==> src/rtl/core/lrmp_pkg.sv <==
package lrmp_pkg;

  localparam int INDEX_BITS = 63;
  localparam int VAL_W      = 30;
  localparam int SUM_W      = 62;   // four 60-bit products summed
  localparam int HI_W       = SUM_W - VAL_W;
  localparam int FOLD_W     = 27;
  localparam int FOLDP_W    = HI_W + FOLD_W;
  localparam int CFG_NUM    = 8;
  localparam int CFG_IDX_W  = 3;
  localparam int ADDR_W     = 6;

  typedef logic [VAL_W-1:0] val_t;

  localparam val_t PRIME = 30'd1000000007;
  // 2^30 mod PRIME
  localparam logic [FOLD_W-1:0] FOLD_K = 27'd73741817;

  localparam logic [CFG_IDX_W-1:0] REG_START_ZERO      = 3'd0;
  localparam logic [CFG_IDX_W-1:0] REG_START_ONE       = 3'd1;
  localparam logic [CFG_IDX_W-1:0] REG_START_TWO       = 3'd2;
  localparam logic [CFG_IDX_W-1:0] REG_OFFSET_TERM     = 3'd3;
  localparam logic [CFG_IDX_W-1:0] REG_COEF_BACK_THREE = 3'd4;
  localparam logic [CFG_IDX_W-1:0] REG_COEF_BACK_TWO   = 3'd5;
  localparam logic [CFG_IDX_W-1:0] REG_COEF_BACK_ONE   = 3'd6;
  localparam logic [CFG_IDX_W-1:0] REG_COEF_OFFSET     = 3'd7;

  localparam val_t CFG_RESET [CFG_NUM] = '{
    30'd1, 30'd5, 30'd9, 30'd3, 30'd1, 30'd0, 30'd1, 30'd1000000006
  };

  // matrix slots in the shared RAM
  localparam logic [1:0] MAT_ACC  = 2'd0;
  localparam logic [1:0] MAT_BASE = 2'd1;
  localparam logic [1:0] MAT_TMP  = 2'd2;

  typedef struct packed {
    logic mac_en;
    logic first;
    logic red_go;
  } mac_ctl_t;

  typedef struct packed {
    logic done;
    val_t result;
  } mac_stat_t;

  // register values are below 2*PRIME
  function automatic val_t red_mod(val_t x);
    return (x >= PRIME) ? (x - PRIME) : x;
  endfunction

endpackage

==> src/rtl/core/lrmp_mac_unit.sv <==
module lrmp_mac_unit
  import lrmp_pkg::*;
(
  input  logic      clk,
  input  logic      rst_n,
  input  mac_ctl_t  ctl,
  input  val_t      op_a,
  input  val_t      op_b,
  output mac_stat_t stat
);

  typedef enum logic [1:0] {R_IDLE, R_FOLD, R_SUB} red_state_t;

  red_state_t             state_r;
  logic [SUM_W-1:0]       sum_r;
  logic [2*VAL_W-1:0]     prod;
  logic [FOLDP_W-1:0]     fold_p;

  assign prod   = op_a * op_b;
  // hi*2^30 + lo == hi*FOLD_K + lo (mod PRIME)
  assign fold_p = sum_r[SUM_W-1:VAL_W] * FOLD_K;

  always_ff @(posedge clk) begin
    if (!rst_n) begin
      state_r <= R_IDLE;
    end else begin
      unique case (state_r)
        R_IDLE: begin
          if (ctl.mac_en) begin
            sum_r <= (ctl.first ? '0 : sum_r) + SUM_W'(prod);
          end
          if (ctl.red_go) begin
            state_r <= R_FOLD;
          end
        end
        R_FOLD: begin
          if (sum_r[SUM_W-1:VAL_W+1] == '0) begin
            state_r <= R_SUB;
          end else begin
            sum_r <= SUM_W'(fold_p) + SUM_W'(sum_r[VAL_W-1:0]);
          end
        end
        R_SUB: begin
          // below 2^31, so at most two subtracts
          if (sum_r >= SUM_W'(PRIME)) begin
            sum_r <= sum_r - SUM_W'(PRIME);
          end else begin
            state_r <= R_IDLE;
          end
        end
        default: state_r <= R_IDLE;
      endcase
    end
  end

  assign stat.done   = (state_r == R_SUB) && (sum_r < SUM_W'(PRIME));
  assign stat.result = sum_r[VAL_W-1:0];

endmodule

==> config.mk <==
export PLATFORM = sky130hd
export DESIGN_NAME = lrmp_mac_unit
export DESIGN_NICKNAME = d
export VERILOG_FILES = /design/src/rtl/core/lrmp_pkg.sv /design/src/rtl/core/lrmp_mac_unit.sv
export SDC_FILE = /design/constraint.sdc
export NUM_CORES = 2
export LEC_CHECK = 0
export BUFFER_PORTS_ARGS = -buffer_cell sky130_fd_sc_hd__clkbuf_2
export CAP_MARGIN = 30
export CORE_MARGIN = 2
export CORE_UTILIZATION = 53
export DETAILED_ROUTE_END_ITERATION = 6
export PLACE_DENSITY = 0.8
export REMOVE_ABC_BUFFERS = 1
export SLEW_MARGIN = 5
export SYNTH_ARGS = -nofsm -noshare
export SYNTH_HDL_FRONTEND = slang
export SYNTH_SLANG_ARGS = --single-unit
==> constraint.sdc <==
create_clock -name clk -period 9.8 [get_ports clk]
set_input_delay 0.49 -clock clk [delete_from_list [all_inputs] [get_ports clk]]
set_output_delay 0.49 -clock clk [all_outputs]
set_load 0.05 [all_outputs]
==> impl_metrics.env <==
export IMPL_status="finished, violations left"
export IMPL_violations="design-rule violations"
export IMPL_hpwl_um=127000
export IMPL_overflow=0
export IMPL_grt_pass1_wl_um=239000
export IMPL_worstHoldPathType="primary input to flop"
export IMPL_synth_edf_count=62
export IMPL_grt_pass1_vias=42400
export IMPL_async_reset_ff_share_pct=0
export IMPL_hold_buffers=0
export IMPL_slowest_delay_ns=0.91
export IMPL_setup_viol=0
export IMPL_maxSlewViolCount=0
export IMPL_place_congestion=0.995
export IMPL_cts_root_buf="clkbuf_16"
export IMPL_crit_arrival_ns=8.54
export IMPL_die_h_um=319
export IMPL_wirelength_um=147000
export IMPL_crit_path_end_kind="flop"
export IMPL_timing_fmax_ghz=0.119
export IMPL_place_area_sq_um=53900
export IMPL_crit_path_frequent_cell="fa_1"
export IMPL_clk_pin_slew_ns=0.07
export IMPL_slew_headroom_pct=39.6
export IMPL_cts_sinks=64
export IMPL_nets=7467
export IMPL_finalHoldViolCount=0
export IMPL_worst_pin_slew_ns=0.896
export IMPL_cts_tree="done"
export IMPL_dieArea_sq_um=102000
export IMPL_start_util_pct=53.5
export IMPL_core_area_sq_um=98400
export IMPL_synthToLayoutAreaGrowth_pct=3.01
export IMPL_synth_xor_area_share_pct=2.69
export IMPL_r2r_start="sum_r[44]"
export IMPL_dp_cells=6827
export IMPL_fp_row_count=115
export IMPL_vias=38700
export IMPL_fin_cells=6845
export IMPL_drc=1
export IMPL_synth_mux_area_share_pct=0.0570
export IMPL_yosysSeqAreaShare_pct=3.61
export IMPL_wl_per_cell_um=21.5
export IMPL_synth_top_area_cell="fa_1"
export IMPL_synth_top_family_by_area="adder cells"
export IMPL_rr_worst_depth=22
export IMPL_fp_dieW_um=319
export IMPL_r2r_slack_ns=1.37
export IMPL_fin_hold_ws_ns=0.464
export IMPL_synth_main_ff_cell="edfxtp_1"
export IMPL_first_pass_iters=7
export IMPL_crit_slowest_cell="edfxtp_1"
export IMPL_fillCellCount=8617
export IMPL_drv_cap=0
export IMPL_crit_start="sum_r[44]"
export IMPL_yosys_area_top_type_share_pct=45.9
export IMPL_crit_fanout=9
export IMPL_grt_setup_unrepaired="false"
export IMPL_period_needed_ns=8.43
export IMPL_period_share_pct=86.0
export IMPL_post_cts_buffers=0
export IMPL_skew_ns=0.0142
export IMPL_clkLatencyLatePin_ns=0.37
export IMPL_cp_required_ns=9.91
export IMPL_via_per_inst=5.66
export IMPL_final_design_area_no_fill_sq_um=54300
export IMPL_ys_types=86
export IMPL_synth_area_top_cells="fa_1, ha_1, inv_1"
export IMPL_timing_critical_path_buf_inv=4
export IMPL_synth_avg_cell_area_sq_um=9.26
export IMPL_path_cells="inv_1, fa_1, fa_1, fa_1, inv_1, fa_1, inv_1, fa_1, fa_1, fa_1, inv_1, ha_1, nand4_1, nor2_1, nand3_1, o41ai_2, a21oi_2, o21ba_1, o31a_1, xnor2_1, a22oi_1, o21ai_1"
export IMPL_syn_area_sq_um=52700
export IMPL_cts_max_level=3
export IMPL_crit_family="adder cells"
export IMPL_grt_usage_pct=30.1
export IMPL_cp_depth=22
export IMPL_critPathKind="flop to flop"
export IMPL_synth_fa_ha_area_share_pct=61.2
export IMPL_port_buffer_count=95
export IMPL_drt_iter0_drc=3161
export IMPL_synthCells=5690
export IMPL_start_kind="flop"
export IMPL_grt_antenna_before_repair=12
export IMPL_cts_buffer_depth=2
export IMPL_ys_ff_latch=64
export IMPL_synthSimpleGateAreaFrac_pct=13.4
export IMPL_grt_max_degree=63
export IMPL_cts_buffers=9
export IMPL_ioPinCount=96
export IMPL_ant_nets=0
export IMPL_synth_compound_area_share_pct=6.79
export IMPL_cts_resized=0
export IMPL_yosys_warnings=0
export IMPL_crit_path_end="sum_r[52]"
export IMPL_reg2reg_to="sum_r[52]"
export IMPL_tns_ns=0
export IMPL_layout_drive_gt1_share_pct=3.56
==> registers in the layout, summed over array words and instances (netlist names) <==
name and cells:
state_r 2, sum_r 62
==> worst min path at each step <==
stage,slack (ns),endpoint,start,cells after the start
2_1_floorplan,0.53,state_r[1],state_r[1],2
3_3_place_gp,0.56,state_r[0],state_r[0],2
3_5_place_dp,0.56,state_r[1],state_r[1],2
4_1_cts,0.44,state_r[1],rst_n,2
5_1_grt,0.45,state_r[1],rst_n,2
6_report,0.46,state_r[1],rst_n,2
==> worst reg2reg max path: stages, from the launching register on <==
cell and delay, ns:
edfxtp_1 0.91, inv_1 0.39, fa_1 0.70, fa_1 0.47, fa_1 0.55, inv_1 0.05
fa_1 0.50, inv_1 0.05, fa_1 0.55, fa_1 0.47, fa_1 0.52, inv_1 0.05
ha_1 0.43, nand4_1 0.15, nor2_1 0.18, nand3_1 0.13, o41ai_2 0.84, a21oi_2 0.23
o21ba_1 0.27, o31a_1 0.29, xnor2_1 0.15, a22oi_1 0.20, o21ai_1 0.09
==> cell families after synthesis <==
group                    Yosys count
multiplexers                       3
adder cells (fa/ha/maj)         1851
XOR/XNOR                         162
AO/OA/AOI/OAI                    530
AND/OR/NAND/NOR                 1395
buffers and inverters           1685
flip-flops                        64
==> synthesized netlist by cell type, types with 11 or more instances <==
cell type	count
nand2_1	527
o21bai_1	21
edfxtp_1	62
and3_1	20
inv_1	1396
nor3_1	22
a211oi_1	12
a221oi_1	25
fa_1	1209
a21oi_1	164
o221ai_1	24
and2_1	506
o21ai_0	83
nand4_1	38
a21o_1	67
xor2_1	46
nand3_1	41
a22oi_1	12
clkbuf_1	250
ha_1	642
a31oi_1	16
o21ai_1	11
nor2_1	126
xnor2_1	116
nand2b_1	48
nor2b_1	28
o21a_1	13
buf_4	30
==> routing by layer <==
metal	wire (um)	up-vias	track usage [%]	part of all wire, %
li1	-	16800	-	-
met5	91	-	0	0.062
met4	4910	14	8.94	3.3
met2	68900	1764	48.9	47
met1	59300	19800	40.9	40
met3	14100	326	6.19	9.6
==> through the flow <==
| stage | worst slack (ns) | util (%) |
|---|---|---|
| after floorplan | 2.14 | - |
| after global placement | 1.22 | 54.8 |
| after detailed placement | 1.19 | 54.8 |
| after CTS | 1.54 | 55.1 |
| after global routing | 1.03 | 55.1 |
| final | 1.37 | 55.1 |
==> area by class of cell <==
| class | count | area [sq um] | share of cell area (%) |
|---|---|---|---|
| Antenna cell | 2 | 5.00 | 0.00922 |
| Clock buffer | 9 | 225 | 0.415 |
| Clock inverter | 7 | 124 | 0.228 |
| Inverter | 1397 | 5240 | 9.66 |
| Multi-Input combinational cell | 3941 | 44400 | 81.7 |
| Sequential cell | 64 | 1900 | 3.50 |
| Tap cell | 1287 | 1610 | 2.97 |
| Timing Repair Buffer | 138 | 798 | 1.47 |
==> layout by cell type, fill, tap and decap left out, types with 20 or more instances in the layout <==
master / n
nand4_1: 38
and3_1: 20
nand2_1: 527
o21bai_1: 21
edfxtp_1: 62
a21oi_1: 164
nand2b_1: 48
xnor2_1: 116
nor2b_1: 28
buf_4: 43
a221oi_1: 25
ha_1: 641
inv_1: 1396
o221ai_1: 24
nor3_1: 22
o21ai_0: 83
clkbuf_2: 95
nand3_1: 41
nor2_1: 126
and2_1: 506
a21o_1: 67
fa_1: 1209
xor2_1: 46
Power is not shown: default switching activity piles up to over one toggle a cycle in this logic, so the estimate is an artifact.
