`config.mk`:
```
export PLATFORM = sky130hd
export DESIGN_NAME = lrmp_mat_ram
export DESIGN_NICKNAME = d
export VERILOG_FILES = /design/src/rtl/core/lrmp_pkg.sv /design/src/rtl/core/lrmp_mat_ram.sv
export SDC_FILE = /design/constraint.sdc
export NUM_CORES = 2
export LEC_CHECK = 0
export BUFFER_PORTS_ARGS = -buffer_cell sky130_fd_sc_hd__buf_2
export CORE_ASPECT_RATIO = 1.1
export CORE_MARGIN = 5
export CORE_UTILIZATION = 50
export DETAILED_ROUTE_END_ITERATION = 10
export GPL_TIMING_DRIVEN = 0
export PLACE_DENSITY = 0.68
export SYNTH_ARGS = -nofsm -noshare
export SYNTH_HDL_FRONTEND = slang
export SYNTH_SLANG_ARGS = --single-unit
```
`constraint.sdc`:
```
create_clock -name clk -period 3.3 [get_ports clk]
set_input_delay 0.33 -clock clk [delete_from_list [all_inputs] [get_ports clk]]
set_output_delay 0.33 -clock clk [all_outputs]
set_load 0.02 [all_outputs]
```
`src/rtl/core/lrmp_pkg.sv`:
```
package lrmp_pkg;

  localparam int INDEX_BITS = 63;
  localparam int VAL_W      = 30;
  localparam int SUM_W      = 62;   // four 60-bit products summed
  localparam int HI_W       = SUM_W - VAL_W;
  localparam int FOLD_W     = 27;
  localparam int FOLDP_W    = HI_W + FOLD_W;
  localparam int CFG_NUM    = 8;
  localparam int CFG_IDX_W  = 3;
  localparam int ADDR_W     = 6;

  typedef logic [VAL_W-1:0] val_t;

  localparam val_t PRIME = 30'd1000000007;
  // 2^30 mod PRIME
  localparam logic [FOLD_W-1:0] FOLD_K = 27'd73741817;

  localparam logic [CFG_IDX_W-1:0] REG_START_ZERO      = 3'd0;
  localparam logic [CFG_IDX_W-1:0] REG_START_ONE       = 3'd1;
  localparam logic [CFG_IDX_W-1:0] REG_START_TWO       = 3'd2;
  localparam logic [CFG_IDX_W-1:0] REG_OFFSET_TERM     = 3'd3;
  localparam logic [CFG_IDX_W-1:0] REG_COEF_BACK_THREE = 3'd4;
  localparam logic [CFG_IDX_W-1:0] REG_COEF_BACK_TWO   = 3'd5;
  localparam logic [CFG_IDX_W-1:0] REG_COEF_BACK_ONE   = 3'd6;
  localparam logic [CFG_IDX_W-1:0] REG_COEF_OFFSET     = 3'd7;

  localparam val_t CFG_RESET [CFG_NUM] = '{
    30'd1, 30'd5, 30'd9, 30'd3, 30'd1, 30'd0, 30'd1, 30'd1000000006
  };

  // matrix slots in the shared RAM
  localparam logic [1:0] MAT_ACC  = 2'd0;
  localparam logic [1:0] MAT_BASE = 2'd1;
  localparam logic [1:0] MAT_TMP  = 2'd2;

  typedef struct packed {
    logic mac_en;
    logic first;
    logic red_go;
  } mac_ctl_t;

  typedef struct packed {
    logic done;
    val_t result;
  } mac_stat_t;

  // register values are below 2*PRIME
  function automatic val_t red_mod(val_t x);
    return (x >= PRIME) ? (x - PRIME) : x;
  endfunction

endpackage

```
`src/rtl/core/lrmp_mat_ram.sv`:
```
module lrmp_mat_ram
  import lrmp_pkg::*;
(
  input  logic              clk,
  input  logic              we,
  input  logic [ADDR_W-1:0] waddr,
  input  val_t              wdata,
  input  logic [ADDR_W-1:0] raddr0,
  input  logic [ADDR_W-1:0] raddr1,
  output val_t              rdata0,
  output val_t              rdata1
);

  val_t mem [2**ADDR_W];
  val_t rd0_r;
  val_t rd1_r;

  always_ff @(posedge clk) begin
    if (we) begin
      mem[waddr] <= wdata;
    end
    rd0_r <= mem[raddr0];
    rd1_r <= mem[raddr1];
  end

  assign rdata0 = rd0_r;
  assign rdata1 = rd1_r;

endmodule

```
==> flow_summary.html <==
<table>
<tr><th>Metric</th><th>Value</th></tr>
<tr><th colspan="2">Synthesis</th></tr>
<tr><td>Total of flip-flops plus latches after synthesis</td><td>roughly 2.0k</td></tr>
<tr><td>Number of nets produced by synthesis</td><td>between 4k and 5k</td></tr>
<tr><td>Most common flop cell mapped by yosys</td><td>edfxtp_1</td></tr>
<tr><td>Share of synthesized flip-flops with an asynchronous set or reset</td><td>0%</td></tr>
<tr><td>Number of unique standard cell types used by synthesis</td><td>53</td></tr>
<tr><td>Total standard cell area after synthesis</td><td>roughly 90000 um^2</td></tr>
<tr><td>Cell count after synthesis</td><td>~4.5k</td></tr>
<tr><td>Share of the yosys chip area belonging to registers</td><td>roughly two thirds</td></tr>
<tr><td>Per-instance average area after synthesis</td><td>around 20 um^2</td></tr>
<tr><td>Number of synthesis warnings</td><td>0</td></tr>
<tr><td>Post-synth EDFFs</td><td>about 1.9k</td></tr>
<tr><th colspan="2">Power</th></tr>
<tr><td>Total power per unit cell area</td><td>555 nW/um^2</td></tr>
<tr><td>Net switching fraction of the power</td><td>approximately a quarter</td></tr>
<tr><td>Fraction of power consumed by the clock network</td><td>~40%</td></tr>
<tr><td>Register share of total power</td><td>about half</td></tr>
<tr><td>Worst IR Drop VDD</td><td>0.000589 V</td></tr>
<tr><td>Internal power summed over all cells</td><td>roughly 42000 uW</td></tr>
<tr><td>P_leak</td><td>0.0326 uW</td></tr>
<tr><td>Logic pwr share</td><td>10.8%</td></tr>
<tr><td>Switching power total</td><td>14500 uW</td></tr>
<tr><th colspan="2">Cells and area</th></tr>
<tr><td>Area growth from synthesis to layout</td><td>14.0%</td></tr>
<tr><td>FILL cells</td><td>13.2k</td></tr>
<tr><td>Final-stage net count</td><td>4958</td></tr>
<tr><td>Fraction of layout cells with a size suffix above 1</td><td>35.3%</td></tr>
<tr><th colspan="2">STA</th></tr>
<tr><td>Relative max-transition margin</td><td>-16.5%</td></tr>
<tr><td>Final cycle utilization of the critical path</td><td>108%</td></tr>
<tr><td>Final number of setup-violating endpoints</td><td>26</td></tr>
<tr><td>Max-slew violation count</td><td>slightly below 70</td></tr>
<tr><td>Worst clock skew on the final layout</td><td>between 20 and 30 ps</td></tr>
<tr><td>Unrepaired setup endpoints after global routing</td><td>true</td></tr>
<tr><td>Total Negative Setup Slacks</td><td>-3590 ps</td></tr>
<tr><td>Worst slack on hold paths</td><td>-1.34 ps</td></tr>
<tr><td>Endpoints failing hold</td><td>2</td></tr>
<tr><td>Tmin final</td><td>~3600 ps</td></tr>
<tr><td>Min setup slack post-route</td><td>-275 ps</td></tr>
<tr><td>Fmax achieved</td><td>~280 MHz</td></tr>
<tr><td>Slew at the pin closest to its max-slew limit</td><td>1740 ps</td></tr>
<tr><th colspan="2">Die</th></tr>
<tr><td>Top-level port count</td><td>between 100 and 150</td></tr>
<tr><td>Floorplan Core Area</td><td>between 150000 and 200000 um^2</td></tr>
<tr><td>Die Ht</td><td>approximately 450 um</td></tr>
<tr><td>Row count</td><td>163</td></tr>
<tr><td>Die boundary width</td><td>414 um</td></tr>
<tr><td>Initial cell density of the core</td><td>50.2%</td></tr>
<tr><td>Die footprint</td><td>~190000 um^2</td></tr>
<tr><th colspan="2">Routing</th></tr>
<tr><td>Total length of routed met2 wires</td><td>about 160000 um</td></tr>
<tr><td>Count of TritonRoute iterations in the first routing pass</td><td>7</td></tr>
<tr><td>Met3 wire length</td><td>~65000 um</td></tr>
<tr><td>Number of nets with antenna violations after routing</td><td>0</td></tr>
<tr><td>Wire length after detailed routing</td><td>between 300000 and 400000 um</td></tr>
<tr><td>Vias per cell</td><td>7.59</td></tr>
<tr><td>Routed wire length per instance</td><td>51.9 um</td></tr>
<tr><td>Drc violations</td><td>0</td></tr>
<tr><td>Total routed wire length on the met1 layer</td><td>roughly 130000 um</td></tr>
<tr><td>Overall via count from detail_route</td><td>between 50k and 60k</td></tr>
<tr><td>DRC marker count from the first detailed-route iteration</td><td>roughly 11k</td></tr>
<tr><td>Top Metal Used</td><td>met5</td></tr>
<tr><th colspan="2">Clock tree</th></tr>
<tr><td>Clk sink count</td><td>approximately 2.0k</td></tr>
<tr><td>Post-CTS clock slew at the launch and capture registers of the worst setup and hold paths</td><td>60 ps</td></tr>
<tr><td>CTS H-Tree Depth</td><td>4</td></tr>
<tr><td>Worst-skew pair later-pin latency</td><td>around 910 ps</td></tr>
<tr><td>Post-CTS setup buffer count</td><td>0</td></tr>
<tr><td>Clock tree from TritonCTS</td><td>done</td></tr>
<tr><td>Master cell of the clock root buffer</td><td>clkbuf_16</td></tr>
<tr><td>Longest Clk Path Bufs</td><td>3</td></tr>
<tr><td>Number of CTS-inserted buffers</td><td>~200</td></tr>
<tr><th colspan="2">Setup path</th></tr>
<tr><td>Data required time of the worst path</td><td>3980 ps</td></tr>
<tr><td>Worst path arrival time</td><td>about 4300 ps</td></tr>
<tr><td>Kind of start point of the critical path</td><td>input port</td></tr>
<tr><td>Classification of the worst setup path</td><td>input port to register</td></tr>
<tr><td>Worst Setup End Kind</td><td>register</td></tr>
<tr><td>Minimum setup slack among reg-to-reg paths</td><td>-240 ps</td></tr>
<tr><td>Destination of the worst register-to-register timing path</td><td>rdata0[2]</td></tr>
<tr><td>Worst Reg-to-Reg Cells</td><td>5</td></tr>
<tr><td>Maximum net fanout on the critical path</td><td>10</td></tr>
<tr><td>Worst r2r src</td><td>mem[29][2]</td></tr>
<tr><th colspan="2">Run status</th></tr>
<tr><td>Status</td><td>complete, but fails checks</td></tr>
<tr><td>Violations in the final reports</td><td>hold timing, capacitance limit, slew limit, setup timing</td></tr>
<tr><th colspan="2">GRT</th></tr>
<tr><td>Wire length of the first global-routing pass</td><td>about 500000 um</td></tr>
<tr><td>Overflow left after global routing</td><td>0</td></tr>
<tr><td>Largest net degree at the start of global routing</td><td>65</td></tr>
<tr><td>Total routing resource utilization after global routing</td><td>between 40% and 50%</td></tr>
<tr><td>Vias in the first global route</td><td>54.0k</td></tr>
<tr><td>Initial antenna violation count</td><td>33</td></tr>
<tr><th colspan="2">Hold path</th></tr>
<tr><td>Startpoint of the lowest-slack hold path</td><td>wdata[4]</td></tr>
<tr><td>Worst Hold Path EP</td><td>mem[10][4]</td></tr>
<tr><td>Class of the tightest hold or removal check</td><td>input port to register</td></tr>
<tr><td>Cells on Worst Hold Path</td><td>1</td></tr>
<tr><th colspan="2">Job</th></tr>
<tr><td>Max cap viols</td><td>3</td></tr>
<tr><th colspan="2">Place</th></tr>
<tr><td>Dpl ws</td><td>-1720 ps</td></tr>
<tr><td>Final GP Congestion</td><td>~1.0</td></tr>
<tr><td>Number of buffers added on ports</td><td>between 90 and 100</td></tr>
<tr><td>Placed wire-length estimate after detailed placement</td><td>around 270000 um</td></tr>
</table>
## critical path, stage by stage
cell	delay (ps)
buf_2	290
buf_2	670
buf_2	710
clkdlybuf4s15_2	820
mux2i_1	750
a22oi_1	180
a22o_1	440
## kinds of logic after synthesis
| group | count (synthesis) | synth area share (%) |
|---|---|---|
| buffers and inverters | 358 | 2.11 |
| DFF | 1980 | 65.4 |
| AOI/OAI and AO/OA | 555 | 4.32 |
| and+or+nand+nor | 373 | 1.85 |
| muxes | 1252 | 26.3 |
## how the worst max path moves through the flow
stage	startpoint	to	slack, ps	cells past startpoint
finish	raddr1[2]	rdata1[24]	-280	7
global route	raddr0[1]	rdata0[6]	-40	9
CTS	raddr0[1]	rdata0[6]	0.9	9
detailed placement	raddr0[1]	rdata0[3]	-1720	8
global placement	raddr1[1]	rdata1[12]	-2300	8
floorplan	waddr[3]	mem[10][0]	440	4
## cell usage after synthesis (2+ instances only)
cell type / count / share of area, %
or4_1: 2 / 0.017
nor4_1: 3 / 0.021
or3b_2: 3 / 0.029
o21ai_0: 63 / 0.35
o211ai_1: 4 / 0.033
o21bai_1: 3 / 0.025
buf_6: 23 / 0.29
a22oi_1: 36 / 0.30
a31o_2: 8 / 0.078
nand3_1: 12 / 0.067
edfxtp_1: 1920 / 64
a32o_1: 3 / 0.033
o41ai_1: 2 / 0.019
a21oi_1: 88 / 0.49
o31ai_1: 2 / 0.017
nand3b_1: 6 / 0.050
nand4_1: 2 / 0.014
nand2_1: 82 / 0.34
clkbuf_1: 131 / 0.55
buf_1: 15 / 0.063
a311oi_1: 19 / 0.18
a211oi_1: 67 / 0.56
o221ai_1: 17 / 0.17
o22ai_1: 110 / 0.76
or3_1: 9 / 0.063
a31o_1: 9 / 0.088
buf_4: 50 / 0.42
buf_2: 135 / 0.75
dfxtp_1: 60 / 1.3
and3_1: 5 / 0.035
nor2b_1: 25 / 0.17
a31oi_1: 7 / 0.049
a221o_1: 19 / 0.21
o22a_1: 11 / 0.11
a2111oi_0: 2 / 0.019
a221oi_1: 29 / 0.28
a22o_1: 36 / 0.35
and2_1: 5 / 0.035
nor3_1: 28 / 0.16
a2bb2oi_1: 20 / 0.19
nor2_1: 173 / 0.72
mux2i_1: 305 / 3.4
mux4_2: 882 / 22
nand2b_1: 14 / 0.097
mux2_2: 65 / 0.81
## power by group through the flow
stage | logic [uW] | clock network (uW) | registers, uW
2_1_floorplan | 2620 | 0 | 28600
3_3_place_gp | 5640 | 0 | 28500
3_5_place_dp | 5770 | 0 | 28500
4_1_cts | 5810 | 22700 | 27900
5_1_grt | 6060 | 23800 | 27900
6_report | 6150 | 22800 | 27900
## per-stage QoR
stage | power (uW) | util [%] | area, um^2 | std cells
after floorplan | 31200 | - | 90000 | 4518
after global placement | 34100 | 52.1 | 93500 | 7009
after detailed placement | 34200 | 53.4 | 95700 | 7092
after CTS | 56500 | 57.1 | 102000 | 7460
after global routing | 57800 | 57.2 | 103000 | 7475
final | 56900 | 57.2 | 103000 | 7496
## registers in the layout, indices dropped and copies added, names as in the netlist
register / count
mem: 1920
rdata1: 30
rdata0: 30
## placed cells by master, fill, tap and decap left out, types with 14 or more instances in the layout
cell type,netlist,routed
clkinv_1,0,50
o221ai_1,17,16
a211oi_1,67,49
nand2b_1,14,14
nor2b_1,25,25
buf_4,50,72
a22o_1,36,36
buf_2,135,221
edfxtp_1,1920,1920
diode_2,0,30
buf_6,23,30
dfxtp_1,60,60
a21oi_1,88,88
a22oi_1,36,32
a221o_1,19,19
nor2_1,173,111
a211oi_2,0,16
clkbuf_16,0,201
o21ai_0,63,63
clkbuf_2,0,29
clkbuf_1,131,138
nor3_1,28,18
buf_12,1,61
a221oi_1,29,27
o22ai_1,110,102
mux2i_1,305,295
nor2_4,0,62
mux2_2,65,65
a2bb2oi_1,20,20
nand2_1,82,80
mux4_2,882,882
a311oi_1,19,19
clkinv_2,0,34
bufinv_16,0,17
## repair_timing
| item | in CTS | in global routing |
|---|---|---|
| gates resized for setup | 43 | 26 |
| endpoints found under the setup margin | 40 | 16 |
| hold buffers | 3 | 2 |
| pin swaps | 0 | 0 |
| hold endpoints to repair | 53 | 35 |
## layer usage
metal | track usage [%] | vias up
li1 | - | 20415
met2 | 56.4 | 5441
met4 | 29.4 | 14
met1 | 50.5 | 29918
met5 | 0 | -
met3 | 19.2 | 1142
## final cells by class
cell class	instances	area [um^2]	area share, %
flip-flops and latches	1980	58900	57.4
multi-input cells	2180	30000	29.2
clock buffers	250	5330	5.20
well taps	2392	2990	2.92
repair buffers	191	2260	2.20
plain buffers	355	1970	1.92
clock inverters	116	1110	1.08
diodes	30	75.1	0.0732
inverters	2	7.51	0.00732
No activity file was read; power rests on OpenSTA's default activity.
